<file path="config.mk">
export PLATFORM = sky130hd
export DESIGN_NAME = hidden_attribute_cipher
export DESIGN_NICKNAME = d
export VERILOG_FILES = /design/src/hw/rtl/hac_pkg.sv /design/src/hw/rtl/hac_md5.sv /design/src/hw/rtl/hac_datapath.sv /design/src/hw/rtl/hac_ctrl.sv /design/src/hw/rtl/hidden_attribute_cipher.sv
export SDC_FILE = /design/constraint.sdc
export NUM_CORES = 2
export LEC_CHECK = 0
export BUFFER_PORTS_ARGS = -buffer_cell sky130_fd_sc_hd__buf_2
export CAP_MARGIN = 20
export CORE_MARGIN = 4
export CORE_UTILIZATION = 45
export DETAILED_ROUTE_END_ITERATION = 8
export PLACE_DENSITY_LB_ADDON = 0.15
export SLEW_MARGIN = 20
export SYNTH_ARGS = -nofsm -noshare
export SYNTH_HDL_FRONTEND = slang
export SYNTH_SLANG_ARGS = --single-unit
</file>
<file path="constraint.sdc">
create_clock -name clk -period 42.2 [get_ports clk]
set_input_delay 6.33 -clock clk [delete_from_list [all_inputs] [get_ports clk]]
set_output_delay 6.33 -clock clk [all_outputs]
set_load 0.01 [all_outputs]
</file>
<file path="src/hw/rtl/hac_pkg.sv">
// ----------------------------------------------------------------------------
// hac_pkg
// shared types, constants and md5 tables for the hidden attribute cipher
// ----------------------------------------------------------------------------
package hac_pkg;

  localparam int SECRET_BYTES_DEF = 32;
  localparam int VECTOR_BYTES_DEF = 16;

  localparam int CFG_W   = 64;
  localparam int CFG_IDX = 3;
  localparam int IN_W    = 40;
  localparam int OUT_W   = 32;

  localparam logic [CFG_IDX-1:0] REG_SECRET_0  = 3'd0;
  localparam logic [CFG_IDX-1:0] REG_SECRET_1  = 3'd1;
  localparam logic [CFG_IDX-1:0] REG_SECRET_2  = 3'd2;
  localparam logic [CFG_IDX-1:0] REG_SECRET_3  = 3'd3;
  localparam logic [CFG_IDX-1:0] REG_SECRET_LEN = 3'd4;
  localparam logic [CFG_IDX-1:0] REG_VECTOR_LO = 3'd5;
  localparam logic [CFG_IDX-1:0] REG_VECTOR_HI = 3'd6;
  localparam logic [CFG_IDX-1:0] REG_VECTOR_LEN = 3'd7;

  localparam logic MODE_START = 1'b0;
  localparam logic DIR_REVEAL = 1'b0;

  localparam logic [1:0] STATUS_OK        = 2'd0;
  localparam logic [1:0] STATUS_NO_VECTOR = 2'd1;
  localparam logic [1:0] STATUS_TOO_LONG  = 2'd2;

  localparam logic [31:0] MD_IV_A = 32'h67452301;
  localparam logic [31:0] MD_IV_B = 32'hefcdab89;
  localparam logic [31:0] MD_IV_C = 32'h98badcfe;
  localparam logic [31:0] MD_IV_D = 32'h10325476;

  typedef enum logic [1:0] {
    ST_IDLE,
    ST_HASH,
    ST_PROCESS
  } state_t;

  typedef struct packed {
    logic load_start;
    logic load_rekey;
    logic capture;
    logic do_byte;
  } cmd_t;

  typedef struct packed {
    logic rem_zero;
    logic rekey;
    logic md_done;
    logic out_free;
  } stat_t;

  function automatic logic [4:0] md_shift(input logic [5:0] i);
    logic [4:0] s;
    case ({i[5:4], i[1:0]})
      4'd0: s = 5'd7;   4'd1: s = 5'd12;  4'd2: s = 5'd17;  4'd3: s = 5'd22;
      4'd4: s = 5'd5;   4'd5: s = 5'd9;   4'd6: s = 5'd14;  4'd7: s = 5'd20;
      4'd8: s = 5'd4;   4'd9: s = 5'd11;  4'd10: s = 5'd16; 4'd11: s = 5'd23;
      4'd12: s = 5'd6;  4'd13: s = 5'd10; 4'd14: s = 5'd15; default: s = 5'd21;
    endcase
    return s;
  endfunction

  function automatic logic [31:0] md_k(input logic [5:0] i);
    logic [31:0] k;
    case (i)
      6'd0: k = 32'hd76aa478;  6'd1: k = 32'he8c7b756;  6'd2: k = 32'h242070db;
      6'd3: k = 32'hc1bdceee;  6'd4: k = 32'hf57c0faf;  6'd5: k = 32'h4787c62a;
      6'd6: k = 32'ha8304613;  6'd7: k = 32'hfd469501;  6'd8: k = 32'h698098d8;
      6'd9: k = 32'h8b44f7af;  6'd10: k = 32'hffff5bb1; 6'd11: k = 32'h895cd7be;
      6'd12: k = 32'h6b901122; 6'd13: k = 32'hfd987193; 6'd14: k = 32'ha679438e;
      6'd15: k = 32'h49b40821; 6'd16: k = 32'hf61e2562; 6'd17: k = 32'hc040b340;
      6'd18: k = 32'h265e5a51; 6'd19: k = 32'he9b6c7aa; 6'd20: k = 32'hd62f105d;
      6'd21: k = 32'h02441453; 6'd22: k = 32'hd8a1e681; 6'd23: k = 32'he7d3fbc8;
      6'd24: k = 32'h21e1cde6; 6'd25: k = 32'hc33707d6; 6'd26: k = 32'hf4d50d87;
      6'd27: k = 32'h455a14ed; 6'd28: k = 32'ha9e3e905; 6'd29: k = 32'hfcefa3f8;
      6'd30: k = 32'h676f02d9; 6'd31: k = 32'h8d2a4c8a; 6'd32: k = 32'hfffa3942;
      6'd33: k = 32'h8771f681; 6'd34: k = 32'h6d9d6122; 6'd35: k = 32'hfde5380c;
      6'd36: k = 32'ha4beea44; 6'd37: k = 32'h4bdecfa9; 6'd38: k = 32'hf6bb4b60;
      6'd39: k = 32'hbebfbc70; 6'd40: k = 32'h289b7ec6; 6'd41: k = 32'heaa127fa;
      6'd42: k = 32'hd4ef3085; 6'd43: k = 32'h04881d05; 6'd44: k = 32'hd9d4d039;
      6'd45: k = 32'he6db99e5; 6'd46: k = 32'h1fa27cf8; 6'd47: k = 32'hc4ac5665;
      6'd48: k = 32'hf4292244; 6'd49: k = 32'h432aff97; 6'd50: k = 32'hab9423a7;
      6'd51: k = 32'hfc93a039; 6'd52: k = 32'h655b59c3; 6'd53: k = 32'h8f0ccc92;
      6'd54: k = 32'hffeff47d; 6'd55: k = 32'h85845dd1; 6'd56: k = 32'h6fa87e4f;
      6'd57: k = 32'hfe2ce6e0; 6'd58: k = 32'ha3014314; 6'd59: k = 32'h4e0811a1;
      6'd60: k = 32'hf7537e82; 6'd61: k = 32'hbd3af235; 6'd62: k = 32'h2ad7d2bb;
      default: k = 32'heb86d391;
    endcase
    return k;
  endfunction

endpackage

</file>
<file path="src/hw/rtl/hac_md5.sv">
// ----------------------------------------------------------------------------
// hac_md5
// iterative md5 compression, one round per cycle over one 512-bit block
// ----------------------------------------------------------------------------
module hac_md5 (
  input  logic         clk,
  input  logic         rst,
  input  logic         go,
  input  logic [511:0] block,
  output logic         done,
  output logic [127:0] digest
);
  import hac_pkg::*;

  logic [511:0] blk;
  logic [31:0]  a, b, c, d;
  logic [5:0]   rnd;
  logic         busy;
  logic [31:0]  f, w, sum, b_next;
  logic [3:0]   g;
  logic [63:0]  rot;
  logic [5:0]   i5, i3, i7;

  always_comb begin
    i5 = 6'(rnd * 6'd5 + 6'd1);
    i3 = 6'(rnd * 6'd3 + 6'd5);
    i7 = 6'(rnd * 6'd7);
    case (rnd[5:4])
      2'd0: begin
        f = (b & c) | (~b & d);
        g = rnd[3:0];
      end
      2'd1: begin
        f = (d & b) | (~d & c);
        g = i5[3:0];
      end
      2'd2: begin
        f = b ^ c ^ d;
        g = i3[3:0];
      end
      default: begin
        f = c ^ (b | ~d);
        g = i7[3:0];
      end
    endcase
    w      = blk[32*g +: 32];
    sum    = a + f + md_k(rnd) + w;
    rot    = {sum, sum} << md_shift(rnd);
    b_next = b + rot[63:32];
  end

  always_ff @(posedge clk) begin
    if (rst) begin
      busy <= 1'b0;
      done <= 1'b0;
      rnd  <= '0;
    end else begin
      done <= 1'b0;
      if (go) begin
        busy <= 1'b1;
        rnd  <= '0;
      end else if (busy) begin
        rnd <= rnd + 6'd1;
        if (rnd == 6'd63) begin
          busy <= 1'b0;
          done <= 1'b1;
        end
      end
    end
  end

  always_ff @(posedge clk) begin
    if (go) begin
      blk <= block;
      a   <= MD_IV_A;
      b   <= MD_IV_B;
      c   <= MD_IV_C;
      d   <= MD_IV_D;
    end else if (busy) begin
      a <= d;
      d <= c;
      c <= b;
      b <= b_next;
    end
  end

  assign digest = {d + MD_IV_D, c + MD_IV_C, b + MD_IV_B, a + MD_IV_A};

endmodule

</file>
<file path="src/hw/rtl/hac_datapath.sv">
// ----------------------------------------------------------------------------
// hac_datapath
// config registers, message builder, keystream state and output register
// ----------------------------------------------------------------------------
module hac_datapath #(
  parameter int SECRET_BYTES = hac_pkg::SECRET_BYTES_DEF,
  parameter int VECTOR_BYTES = hac_pkg::VECTOR_BYTES_DEF
) (
  input  logic                         clk,
  input  logic                         rst,
  input  logic                         cfg_write,
  input  logic [hac_pkg::CFG_IDX-1:0]  cfg_index,
  input  logic [hac_pkg::CFG_W-1:0]    cfg_data,
  input  logic                         direction,
  input  logic [15:0]                  attr_type,
  input  logic [9:0]                   body_length,
  input  logic [7:0]                   data_byte,
  input  hac_pkg::cmd_t                cmd,
  output hac_pkg::stat_t               st,
  output logic                         m_tvalid,
  input  logic                         m_tready,
  output logic [hac_pkg::OUT_W-1:0]    m_tdata,
  output logic                         m_tlast
);
  import hac_pkg::*;

  localparam int SEC_MAX = (SECRET_BYTES < 32) ? SECRET_BYTES : 32;
  localparam int VEC_MAX = (VECTOR_BYTES < 16) ? VECTOR_BYTES : 16;

  logic [63:0]  secret_word [4];
  logic [5:0]   secret_length;
  logic [63:0]  vector_low, vector_high;
  logic [4:0]   vector_length;

  logic [127:0] keystream;
  logic [127:0] segment;
  logic [4:0]   seg_pos;
  logic [9:0]   remaining;
  logic [15:0]  hidden_len;
  logic         cur_dir;
  logic [9:0]   byte_idx;
  logic [7:0]   held_byte;

  logic [7:0]   out_byte;
  logic [1:0]   status;
  logic [15:0]  orig_len;

  logic [5:0]   ns;
  logic [4:0]   nv;
  logic [7:0]   sbyte [32];
  logic [127:0] vtail, tail;
  logic [4:0]   nt;
  logic [6:0]   head, msg_len, q, r;
  logic [8:0]   bit_len;
  logic [511:0] block;
  logic         md_done;
  logic [127:0] digest;

  logic [7:0]   ob, plain;
  logic [15:0]  hidden_next;
  logic [9:0]   idx_next;
  logic [1:0]   status_next;

  always_comb begin
    ns = (secret_length > 6'(SEC_MAX)) ? 6'(SEC_MAX) : secret_length;
    nv = (vector_length > 5'(VEC_MAX)) ? 5'(VEC_MAX) : vector_length;
    for (int i = 0; i < 32; i++) begin
      sbyte[i] = secret_word[i / 8][8 * (7 - (i % 8)) +: 8];
    end
    for (int i = 0; i < 8; i++) begin
      vtail[8 * i +: 8]       = vector_low[8 * (7 - i) +: 8];
      vtail[8 * (i + 8) +: 8] = vector_high[8 * (7 - i) +: 8];
    end
    head    = cmd.load_start ? 7'd2 : 7'd0;
    tail    = cmd.load_start ? vtail : segment;
    nt      = cmd.load_start ? nv : 5'd16;
    msg_len = head + 7'(ns) + 7'(nt);
    bit_len = {msg_len[5:0], 3'b000};
    block   = '0;
    for (int p = 0; p < 56; p++) begin
      q = 7'(p) - head;
      r = q - 7'(ns);
      if (7'(p) < head) begin
        block[8 * p +: 8] = (p == 0) ? attr_type[15:8] : attr_type[7:0];
      end else if (q < 7'(ns)) begin
        block[8 * p +: 8] = sbyte[q[4:0]];
      end else if (r < 7'(nt)) begin
        block[8 * p +: 8] = tail[8 * r[3:0] +: 8];
      end else if (7'(p) == msg_len) begin
        block[8 * p +: 8] = 8'h80;
      end
    end
    block[8 * 56 +: 8] = bit_len[7:0];
    block[8 * 57 +: 8] = {7'd0, bit_len[8]};
  end

  hac_md5 u_md5 (
    .clk    (clk),
    .rst    (rst),
    .go     (cmd.load_start | cmd.load_rekey),
    .block  (block),
    .done   (md_done),
    .digest (digest)
  );

  always_comb begin
    ob       = held_byte ^ keystream[8 * seg_pos[3:0] +: 8];
    plain    = cur_dir ? held_byte : ob;
    idx_next = byte_idx + 10'd1;
    if (byte_idx == 10'd0) begin
      hidden_next = {plain, hidden_len[7:0]};
    end else if (byte_idx == 10'd1) begin
      hidden_next = {hidden_len[15:8], plain};
    end else begin
      hidden_next = hidden_len;
    end
    if (nv == 5'd0) begin
      status_next = STATUS_NO_VECTOR;
    end else if (cur_dir == DIR_REVEAL &&
                 ({1'b0, hidden_next} + 17'd2) > {7'd0, idx_next}) begin
      status_next = STATUS_TOO_LONG;
    end else begin
      status_next = STATUS_OK;
    end
  end

  always_ff @(posedge clk) begin
    if (rst) begin
      for (int i = 0; i < 4; i++) begin
        secret_word[i] <= '0;
      end
      secret_length <= '0;
      vector_low    <= '0;
      vector_high   <= '0;
      vector_length <= '0;
    end else if (cfg_write) begin
      case (cfg_index)
        REG_SECRET_0:   secret_word[0] <= cfg_data;
        REG_SECRET_1:   secret_word[1] <= cfg_data;
        REG_SECRET_2:   secret_word[2] <= cfg_data;
        REG_SECRET_3:   secret_word[3] <= cfg_data;
        REG_SECRET_LEN: secret_length  <= cfg_data[5:0];
        REG_VECTOR_LO:  vector_low     <= cfg_data;
        REG_VECTOR_HI:  vector_high    <= cfg_data;
        REG_VECTOR_LEN: vector_length  <= cfg_data[4:0];
        default: ;
      endcase
    end
  end

  always_ff @(posedge clk) begin
    if (rst) begin
      keystream  <= '0;
      segment    <= '0;
      seg_pos    <= '0;
      remaining  <= '0;
      hidden_len <= '0;
      cur_dir    <= 1'b0;
      byte_idx   <= '0;
      m_tvalid   <= 1'b0;
    end else begin
      if (m_tready && !cmd.do_byte) begin
        m_tvalid <= 1'b0;
      end
      if (md_done) begin
        keystream <= digest;
      end
      if (cmd.load_start) begin
        cur_dir    <= direction;
        remaining  <= body_length;
        byte_idx   <= '0;
        seg_pos    <= '0;
        hidden_len <= '0;
      end
      if (cmd.load_rekey) begin
        seg_pos <= '0;
      end
      if (cmd.do_byte) begin
        segment[8 * seg_pos[3:0] +: 8] <= cur_dir ? ob : held_byte;
        hidden_len <= hidden_next;
        seg_pos    <= seg_pos + 5'd1;
        byte_idx   <= idx_next;
        remaining  <= remaining - 10'd1;
        m_tvalid   <= 1'b1;
      end
    end
  end

  always_ff @(posedge clk) begin
    if (cmd.capture) begin
      held_byte <= data_byte;
    end
    if (cmd.do_byte) begin
      out_byte <= ob;
      m_tlast  <= (remaining == 10'd1);
      status   <= (remaining == 10'd1) ? status_next : STATUS_OK;
      orig_len <= (remaining == 10'd1 && cur_dir == DIR_REVEAL) ? hidden_next : 16'd0;
    end
  end

  assign m_tdata     = {6'd0, orig_len, status, out_byte};
  assign st.rem_zero = (remaining == 10'd0);
  assign st.rekey    = seg_pos[4];
  assign st.md_done  = md_done;
  assign st.out_free = !m_tvalid || m_tready;

endmodule

</file>
<file path="src/hw/rtl/hac_ctrl.sv">
// ----------------------------------------------------------------------------
// hac_ctrl
// sequencer: accepts beats, starts hashes and schedules byte processing
// ----------------------------------------------------------------------------
module hac_ctrl (
  input  logic            clk,
  input  logic            rst,
  input  logic            s_tvalid,
  input  logic            mode,
  input  hac_pkg::stat_t  st,
  output logic            s_tready,
  output hac_pkg::cmd_t   cmd
);
  import hac_pkg::*;

  state_t state, state_next;
  logic   pend, pend_next;

  always_ff @(posedge clk) begin
    if (rst) begin
      state <= ST_IDLE;
      pend  <= 1'b0;
    end else begin
      state <= state_next;
      pend  <= pend_next;
    end
  end

  always_comb begin
    state_next = state;
    pend_next  = pend;
    cmd        = '0;
    s_tready   = 1'b0;
    case (state)
      ST_IDLE: begin
        s_tready = 1'b1;
        if (s_tvalid) begin
          if (mode == MODE_START) begin
            cmd.load_start = 1'b1;
            pend_next      = 1'b0;
            state_next     = ST_HASH;
          end else if (!st.rem_zero) begin
            cmd.capture = 1'b1;
            if (st.rekey) begin
              cmd.load_rekey = 1'b1;
              pend_next      = 1'b1;
              state_next     = ST_HASH;
            end else begin
              state_next = ST_PROCESS;
            end
          end
        end
      end
      ST_HASH: begin
        if (st.md_done) begin
          state_next = pend ? ST_PROCESS : ST_IDLE;
        end
      end
      ST_PROCESS: begin
        if (st.out_free) begin
          cmd.do_byte = 1'b1;
          state_next  = ST_IDLE;
        end
      end
      default: state_next = ST_IDLE;
    endcase
  end

endmodule

</file>
<file path="src/hw/rtl/hidden_attribute_cipher.sv">
// ----------------------------------------------------------------------------
// hidden_attribute_cipher
// hides or reveals one tunnel attribute body with an md5 keystream
// ----------------------------------------------------------------------------
// Input stream: tuser is the mode (0 start, 1 body byte). A start beat loads
// direction, attribute type and body length and hashes the first keystream
// block; each body beat within the body length is xored with the keystream
// for one output beat, tlast on the last byte with status and revealed length.
// Config: cfg_write with cfg_index/cfg_data, only while the block is idle.
// Timing: one beat at a time. A start beat waits for one md5 compression
// at one round per cycle. A body byte is captured and then processed;
// when it opens a new 16-byte segment the next block is hashed first.
// The output beat sits in a register; a stalled receiver holds it while
// the next input beat is already taken, and a later byte waits for the
// register to free up. Reset clears control state, config and keystream
// registers to zero; no pass is needed before the first beat.
// ----------------------------------------------------------------------------
module hidden_attribute_cipher #(
  parameter int SECRET_BYTES = hac_pkg::SECRET_BYTES_DEF,
  parameter int VECTOR_BYTES = hac_pkg::VECTOR_BYTES_DEF
) (
  input  logic                        clk,
  input  logic                        rst,
  input  logic                        cfg_write,
  input  logic [hac_pkg::CFG_IDX-1:0] cfg_index,
  input  logic [hac_pkg::CFG_W-1:0]   cfg_data,
  input  logic                        s_tvalid,
  output logic                        s_tready,
  // direction, attr_type, body_length, data_byte
  input  logic [hac_pkg::IN_W-1:0]    s_tdata,
  // mode
  input  logic                        s_tuser,
  output logic                        m_tvalid,
  input  logic                        m_tready,
  // out_byte, status, original_length
  output logic [hac_pkg::OUT_W-1:0]   m_tdata,
  output logic                        m_tlast
);
  import hac_pkg::*;

  cmd_t  cmd;
  stat_t st;

  hac_ctrl u_ctrl (
    .clk      (clk),
    .rst      (rst),
    .s_tvalid (s_tvalid),
    .mode     (s_tuser),
    .st       (st),
    .s_tready (s_tready),
    .cmd      (cmd)
  );

  hac_datapath #(
    .SECRET_BYTES (SECRET_BYTES),
    .VECTOR_BYTES (VECTOR_BYTES)
  ) u_dp (
    .clk         (clk),
    .rst         (rst),
    .cfg_write   (cfg_write),
    .cfg_index   (cfg_index),
    .cfg_data    (cfg_data),
    .direction   (s_tdata[0]),
    .attr_type   (s_tdata[16:1]),
    .body_length (s_tdata[26:17]),
    .data_byte   (s_tdata[34:27]),
    .cmd         (cmd),
    .st          (st),
    .m_tvalid    (m_tvalid),
    .m_tready    (m_tready),
    .m_tdata     (m_tdata),
    .m_tlast     (m_tlast)
  );

endmodule

</file>
Yosys cells after proc, flatten, opt, wreduce, memory -nomap -nowiden:

Memory sizes are Yosys's and may differ from the RTL's. A register that Yosys moved wholly into a read port is not among the register bits.
Index checks and enable logic that the tools add are counted.

* memories: 3
* word-level logic and storage cells: 1096
* register bits after elaboration: 1066
* ROM bits: 2128
* bits in writable memories: 256
* output and inout bits: 35

Memories
* (name not given): depth 64, bits a word 32, rd ports 1, clocked after Yosys merged registers in 1, wr ports 0, RTL line hac_pkg.sv:69 `case (i)`
* u_dp.secret_word: depth 4, bits a word 64, rd ports 4, clocked after Yosys merged registers in 0, wr ports 4, RTL line hac_datapath.sv:30 `logic [63:0] secret_word [4];`
* (name not given): depth 16, bits a word 5, rd ports 1, clocked after Yosys merged registers in 1, wr ports 0, RTL line hac_pkg.sv:58 `case ({i[5:4], i[1:0]})`

* reductions and logical operators: 25
* multiply operators: 3
* $lt $le $gt $ge: 227
* shifts and indexed selects: 61
* eq/ne operators: 75
* muxes and demuxes: 467
* add/sub/neg operators: 130
* bitwise gates (word level): 77

Operators with widths (count)
* indexed part select 128 x 8 -> 8 bit: 57
* two-way mux 8 bit: 339
* binary-select mux 8 bit (select 5 bit): 56
* indexed part select 512 x 10 -> 32 bit: 1
* less-than comparator 7 x 5 -> 1 bit: 56
* less-than comparator 7 x 6 -> 1 bit: 56
* subtractor 7 x 6 -> 7 bit: 56
* greater-or-equal comparator 6 bit (second input constant): 56
* NOT 5 -> 6 bit: 56
* two-way mux 64 bit: 4
* equality test 6 x 7 -> 1 bit (first input constant): 24
* less-than comparator 6 x 7 -> 1 bit (first input constant): 24
* subtractor 6 x 7 -> 7 bit (first input constant): 24
* adder 32 bit: 4
* AND 32 bit: 4
* bitwise mux 128 bit: 1
* two-way mux 128 bit: 1
* variable shift 8 x 34 -> 128 bit (first input constant): 1
* indexed part select 8 x 34 -> 128 bit: 1
* equality test 5 x 7 -> 1 bit (first input constant): 16
* less-than comparator 5 x 7 -> 1 bit (first input constant): 16
* subtractor 5 x 7 -> 7 bit (first input constant): 16
* OR 32 bit: 3
* one-hot mux 32 bit (3 select lines): 1
* other kinds (70): 192

Logic depth before layout (Yosys ltp):

* depth after elaboration: 13
* mapped depth: 47
* mapped depth without buffers: 45

Modules after synthesis:

A second synthesis with hierarchy kept.

* cells, all modules: 8556
* area, all modules: 86414.1 µm²

Modules (own cells, without submodules)
* hac_datapath: sequential area each 17506.8 µm², area an instance 45864.0 µm², cells each 4693, times used 1
* hac_md5: sequential area each 18838.1 µm², area an instance 40376.2 µm², cells each 3841, times used 1
* hac_ctrl: sequential area each 60.1 µm², area an instance 173.9 µm², cells each 22, times used 1

Least setup slack after synthesis:

OpenSTA, ideal clock, no wires.

* path type: input to register
* start: in s_tuser
* end: reg u_dp.u_md5.blk[0], enable pin
* setup slack: 21.824 ns
* required time: 41.204 ns
* stages: 5
* arrival time: 19.380 ns
* buffers on the path: 2
* setup time: 0.996 ns
* cell sequence: nand2_1 -> nand3_2 -> inv_2 -> clkbuf_1 -> clkbuf_1

* cells in the longest elaborated chain, start to end: 4
* elaborated cells between the ends (all ways): 5

Ends and longest elaborated chain
* from (decl): RTL line hidden_attribute_cipher.sv:32 `input logic s_tuser,`
* two-way mux 1 bit or two-way mux 2 bit (tied branches): RTL line hac_ctrl.sv:38 `if (mode == MODE_START) begin`
* two-way mux 3 bit *: RTL line hac_ctrl.sv:37 `if (s_tvalid) begin`
* two-way mux 3 bit *: RTL line hac_ctrl.sv:34 `case (state)`
* OR 1 bit *: RTL line hac_datapath.sv:100 `.go (cmd.load_start | cmd.load_rekey),`
* net u_dp.u_md5.go: RTL line hac_md5.sv:8 `input logic go,`
* to (signal assigned): RTL line hac_md5.sv:74 `blk <= block;`
* to (decl): RTL line hac_md5.sv:15 `logic [511:0] blk;`

Mark *: on every way through the listed nets, which the timed path passes. The rest lies on a longest branch.
A chain may end at the register's enable or synchronous reset.

Worst setup path in the final report:

* start: reg u_dp.u_md5.rnd[0]
* end: reg u_dp.u_md5.b[31]

* cells in the longest elaborated chain, start to end: 7
* elaborated cells between the ends (all ways): 10

Ends and longest elaborated chain
* from (decl): RTL line hac_md5.sv:17 `logic [5:0] rnd;`
* from (signal assigned): RTL line hac_md5.sv:63 `rnd <= rnd + 6'd1;`
* multiplier 6 x 2 -> 4 bit: RTL line hac_md5.sv:26 `i3 = 6'(rnd * 6'd3 + 6'd5);`
* adder 4 x 3 -> 4 bit: RTL line hac_md5.sv:26
* net u_dp.u_md5.i3[0]: RTL line hac_md5.sv:22 `logic [5:0] i5, i3, i7;`
* one-hot mux 4 bit (3 select lines): RTL line hac_md5.sv:28 `case (rnd[5:4])`
* indexed part select 512 x 10 -> 32 bit: RTL line hac_md5.sv:46 `w = blk[32*g +: 32];`
* adder 32 bit: RTL line hac_md5.sv:47 `sum = a + f + md_k(rnd) + w;`
* left shift 64 x 5 -> 64 bit: RTL line hac_md5.sv:48 `rot = {sum, sum} << md_shift(rnd);`
* adder 32 bit: RTL line hac_md5.sv:49 `b_next = b + rot[63:32];`
* to (signal assigned): RTL line hac_md5.sv:83 `b <= b_next;`
* to (decl): RTL line hac_md5.sv:16 `logic [31:0] a, b, c, d;`

The timed path passes the listed nets, and every way through them passes these cells.

==> metrics.txt <==
status=complete, no violations; Die ar.=0.193 sq mm; sequential share of the synthesized area=0.414; Sink Count=1359; largest net degree at the start of global routing=191; Initial Util=0.452; fin crit share=0.301; initial DRC count=9836; worst r2r path cells=41; slew margin rel.=0.120; CTS tree=built; Crit path top cell by count=inv_1; Routed WL per cell=30.1 um; PortBufs=136; # nets final=9104; Post-synth EDFFs=745; H-tree Lvls=4; CTS buffer count=156; Netlist cell types=106; synthesis-to-finish area growth=9.68%; grt ovf=0; Yosys reg bits=1359; Power Total=6.49 mW; Core Area=0.185 sq mm; Leakage=34.9 nW; Reg2Reg Setup Slack=29500 ps; Die Ht=439 um; global-route wire length before repair=480 mm; worst skew pair latency=850 ps; remaining antenna violation count=0; most frequent cells in the layout=nand2_1, mux2i_1, nor2_1, edfxtp_1, a21oi_1; FP Rows=158; WS Path Type=reg -> reg; initial antenna violation count=17; DIE WIDTH=439 um; min-delay worst type=reg -> reg; filler instances=17300; RSZ-0062 raised after global routing=false; vias in the first global route=67300; Pre-antenna DRT Iters=6; startpoint types=register; Layout Skew=71.7 ps; GP Congestion=0.984; slowest stage delay, CP=960 ps; root buf cell=clkbuf_16; DRC Markers=0; max-slew violations=0; Clock Path Buffers=3; CP Capture Type=register; pwr dens=70.6 mW/mm^2; num ports=148; synthesis warning total=0; worst slack at placement=29290 ps; setup TNS=0 ps; Critical R2R Launch=u_dp.u_md5.rnd[0]$_SDFFE_PP0P_; worst setup path endpoint=u_dp.u_md5.b[31]$_SDFFE_PP1P_; fraction of layout cells with a size suffix above 1=0.104; Worst IR Drop VDD=0.130 mV; Post-Syn Area=0.0838 sq mm; CP startpoint=u_dp.u_md5.rnd[0]$_SDFFE_PP0P_; post-synthesis async set-or-reset flop share=0; Finish-stage setup viols=0; worst slew pin tran=1320 ps; detailed placer's ending HPWL=245 mm; post-synthesis cell count=8904; Hold Buf Count CTS=0; Max Fanout on Critical Path=19; most common cell after layout, fill and taps aside=nand2_1; Main synth FF type=edfxtp_1; final worst setup slack=29500 ps; Critical Path AT=13440 ps; final core occ=0.496; Required @ worst endpoint=42940 ps; final count of hold timing violations=0; Setup Buffers After CTS=0; fmax=0.0788 GHz; average cell area after synthesis=9.41 sq um; vias per inst=6.38; worst r2r dst=u_dp.u_md5.b[31]$_SDFFE_PP1P_; slowest CP cell=dfxtp_1; Routed Wire Length=341 mm; max-cap viol count=0; GRT Overall Usage=0.341; clock-pin slew on the worst setup and hold paths=60 ps; PostCTS Resize Cnt=0; via count=72400; Min Clock Period, post-route=12700 ps
## layer usage
| metal | global-route usage | vias up | wire length, um |
|---|---|---|---|
| li1 | - | 31800 | - |
| met1 | 0.449 | 35500 | 133000 |
| met2 | 0.522 | 4222 | 149000 |
| met3 | 0.0767 | 857 | 36200 |
| met4 | 0.186 | 6 | 22200 |
| met5 | 0 | - | 39 |
## critical path: cells and delay by family, from the launching register on
kind                     cells  cell delay (ps)
XOR/XNOR                     3              650
flip-flops                   1              960
multiplexers                 4             1090
adder cells (fa/ha/maj)      6             2300
AO/OA/AOI/OAI               16             4590
buffers and inverters        6             1460
AND/OR/NAND/NOR              6             1570
## cell usage after synthesis (70+ instances only)
library cell,count,area [sq um]
inv_1,253,950
ha_1,200,2500
mux2i_1,915,9160
edfxtp_1,745,22400
nor2_1,775,2910
fa_1,70,1400
xnor2_1,168,1470
nor3_1,125,626
a21o_1,82,616
xor2_1,98,858
nand2_1,1305,4900
o21ai_0,311,1560
a21oi_1,694,3470
mux4_2,183,4120
a211oi_1,118,886
nand3_1,143,716
dfxtp_1,614,12300
o22ai_1,300,1880
buf_1,103,387
clkbuf_1,509,1910
a311oi_1,86,753
and2_1,282,1760
and3_1,79,494
## state kept, by name (all words and copies together) (netlist names), 6 cells and up, named ones only
signal / cells
u_dp.orig_len: 16
u_dp.vector_low: 64
u_dp.secret_word: 256
u_dp.u_md5.d: 32
u_dp.byte_idx: 10
u_dp.keystream: 128
u_dp.remaining: 10
u_dp.hidden_len: 16
u_dp.u_md5.rnd: 6
u_dp.u_md5.b: 32
u_dp.out_byte: 8
u_dp.vector_high: 64
u_dp.secret_length: 6
u_dp.u_md5.a: 32
u_dp.held_byte: 8
u_dp.u_md5.c: 32
u_dp.segment: 128
u_dp.u_md5.blk: 454
## worst min path at each step
stage,slack (ps),to,start,cells past startpoint
CTS,470,u_dp.segment[12]$_SDFFE_PP0P_,u_dp.segment[12]$_SDFFE_PP0P_,2
global route,490,u_dp.segment[14]$_SDFFE_PP0P_,u_dp.segment[14]$_SDFFE_PP0P_,2
floorplan,440,u_dp.keystream[35]$_SDFFE_PP0P_,u_dp.keystream[35]$_SDFFE_PP0P_,2
detailed placement,460,u_dp.keystream[35]$_SDFFE_PP0P_,u_dp.keystream[35]$_SDFFE_PP0P_,2
finish,470,u_dp.segment[12]$_SDFFE_PP0P_,u_dp.segment[12]$_SDFFE_PP0P_,2
global placement,450,u_dp.hidden_len[13]$_SDFFE_PP0P_,u_dp.hidden_len[13]$_SDFFE_PP0P_,2
## layout make-up
| cell class | instances | area (sq um) | area share |
|---|---|---|---|
| clock buffer | 208 | 4270 | 0.0465 |
| inverter | 278 | 1060 | 0.0115 |
| antenna | 10 | 25.0 | 0.000272 |
| sequential | 1359 | 34700 | 0.378 |
| tap | 2480 | 3100 | 0.0338 |
| multi-input combinational | 6594 | 45600 | 0.497 |
| timing repair buffer | 332 | 2210 | 0.0241 |
| clock inverter | 82 | 875 | 0.00952 |
## through the flow
step | hold WS (ps) | instance area (sq um) | std cells
final | 467 | 91900 | 11300
after global routing | 485 | 91900 | 11300
after CTS | 466 | 91800 | 11300
after detailed placement | 457 | 86700 | 11000
after global placement | 450 | 86600 | 11000
after floorplan | 438 | 83800 | 8909
## power breakdown
| part | leakage (nW) | total, mW | switching [mW] | internal [mW] |
|---|---|---|---|---|
| clock network | 2.51 | 1.39 | 0.596 | 0.792 |
| logic | 20.4 | 3.47 | 2.08 | 1.39 |
| registers | 12.0 | 1.63 | 0.133 | 1.49 |
## cells by family (layout without fill, tap and decap cells)
logic type,count (synthesis),after routing,synth area share
AND/OR/NAND/NOR,2924,2924,0.154
AO/OA/AOI/OAI,1973,1973,0.146
flip-flops,1359,1359,0.414
multiplexers,1143,1143,0.165
buffers and inverters,956,900,0.0446
XOR/XNOR,278,278,0.0305
adder cells (fa/ha/maj),270,270,0.0466
other,1,16,0.0000448
(Power assumes the default switching activity.)
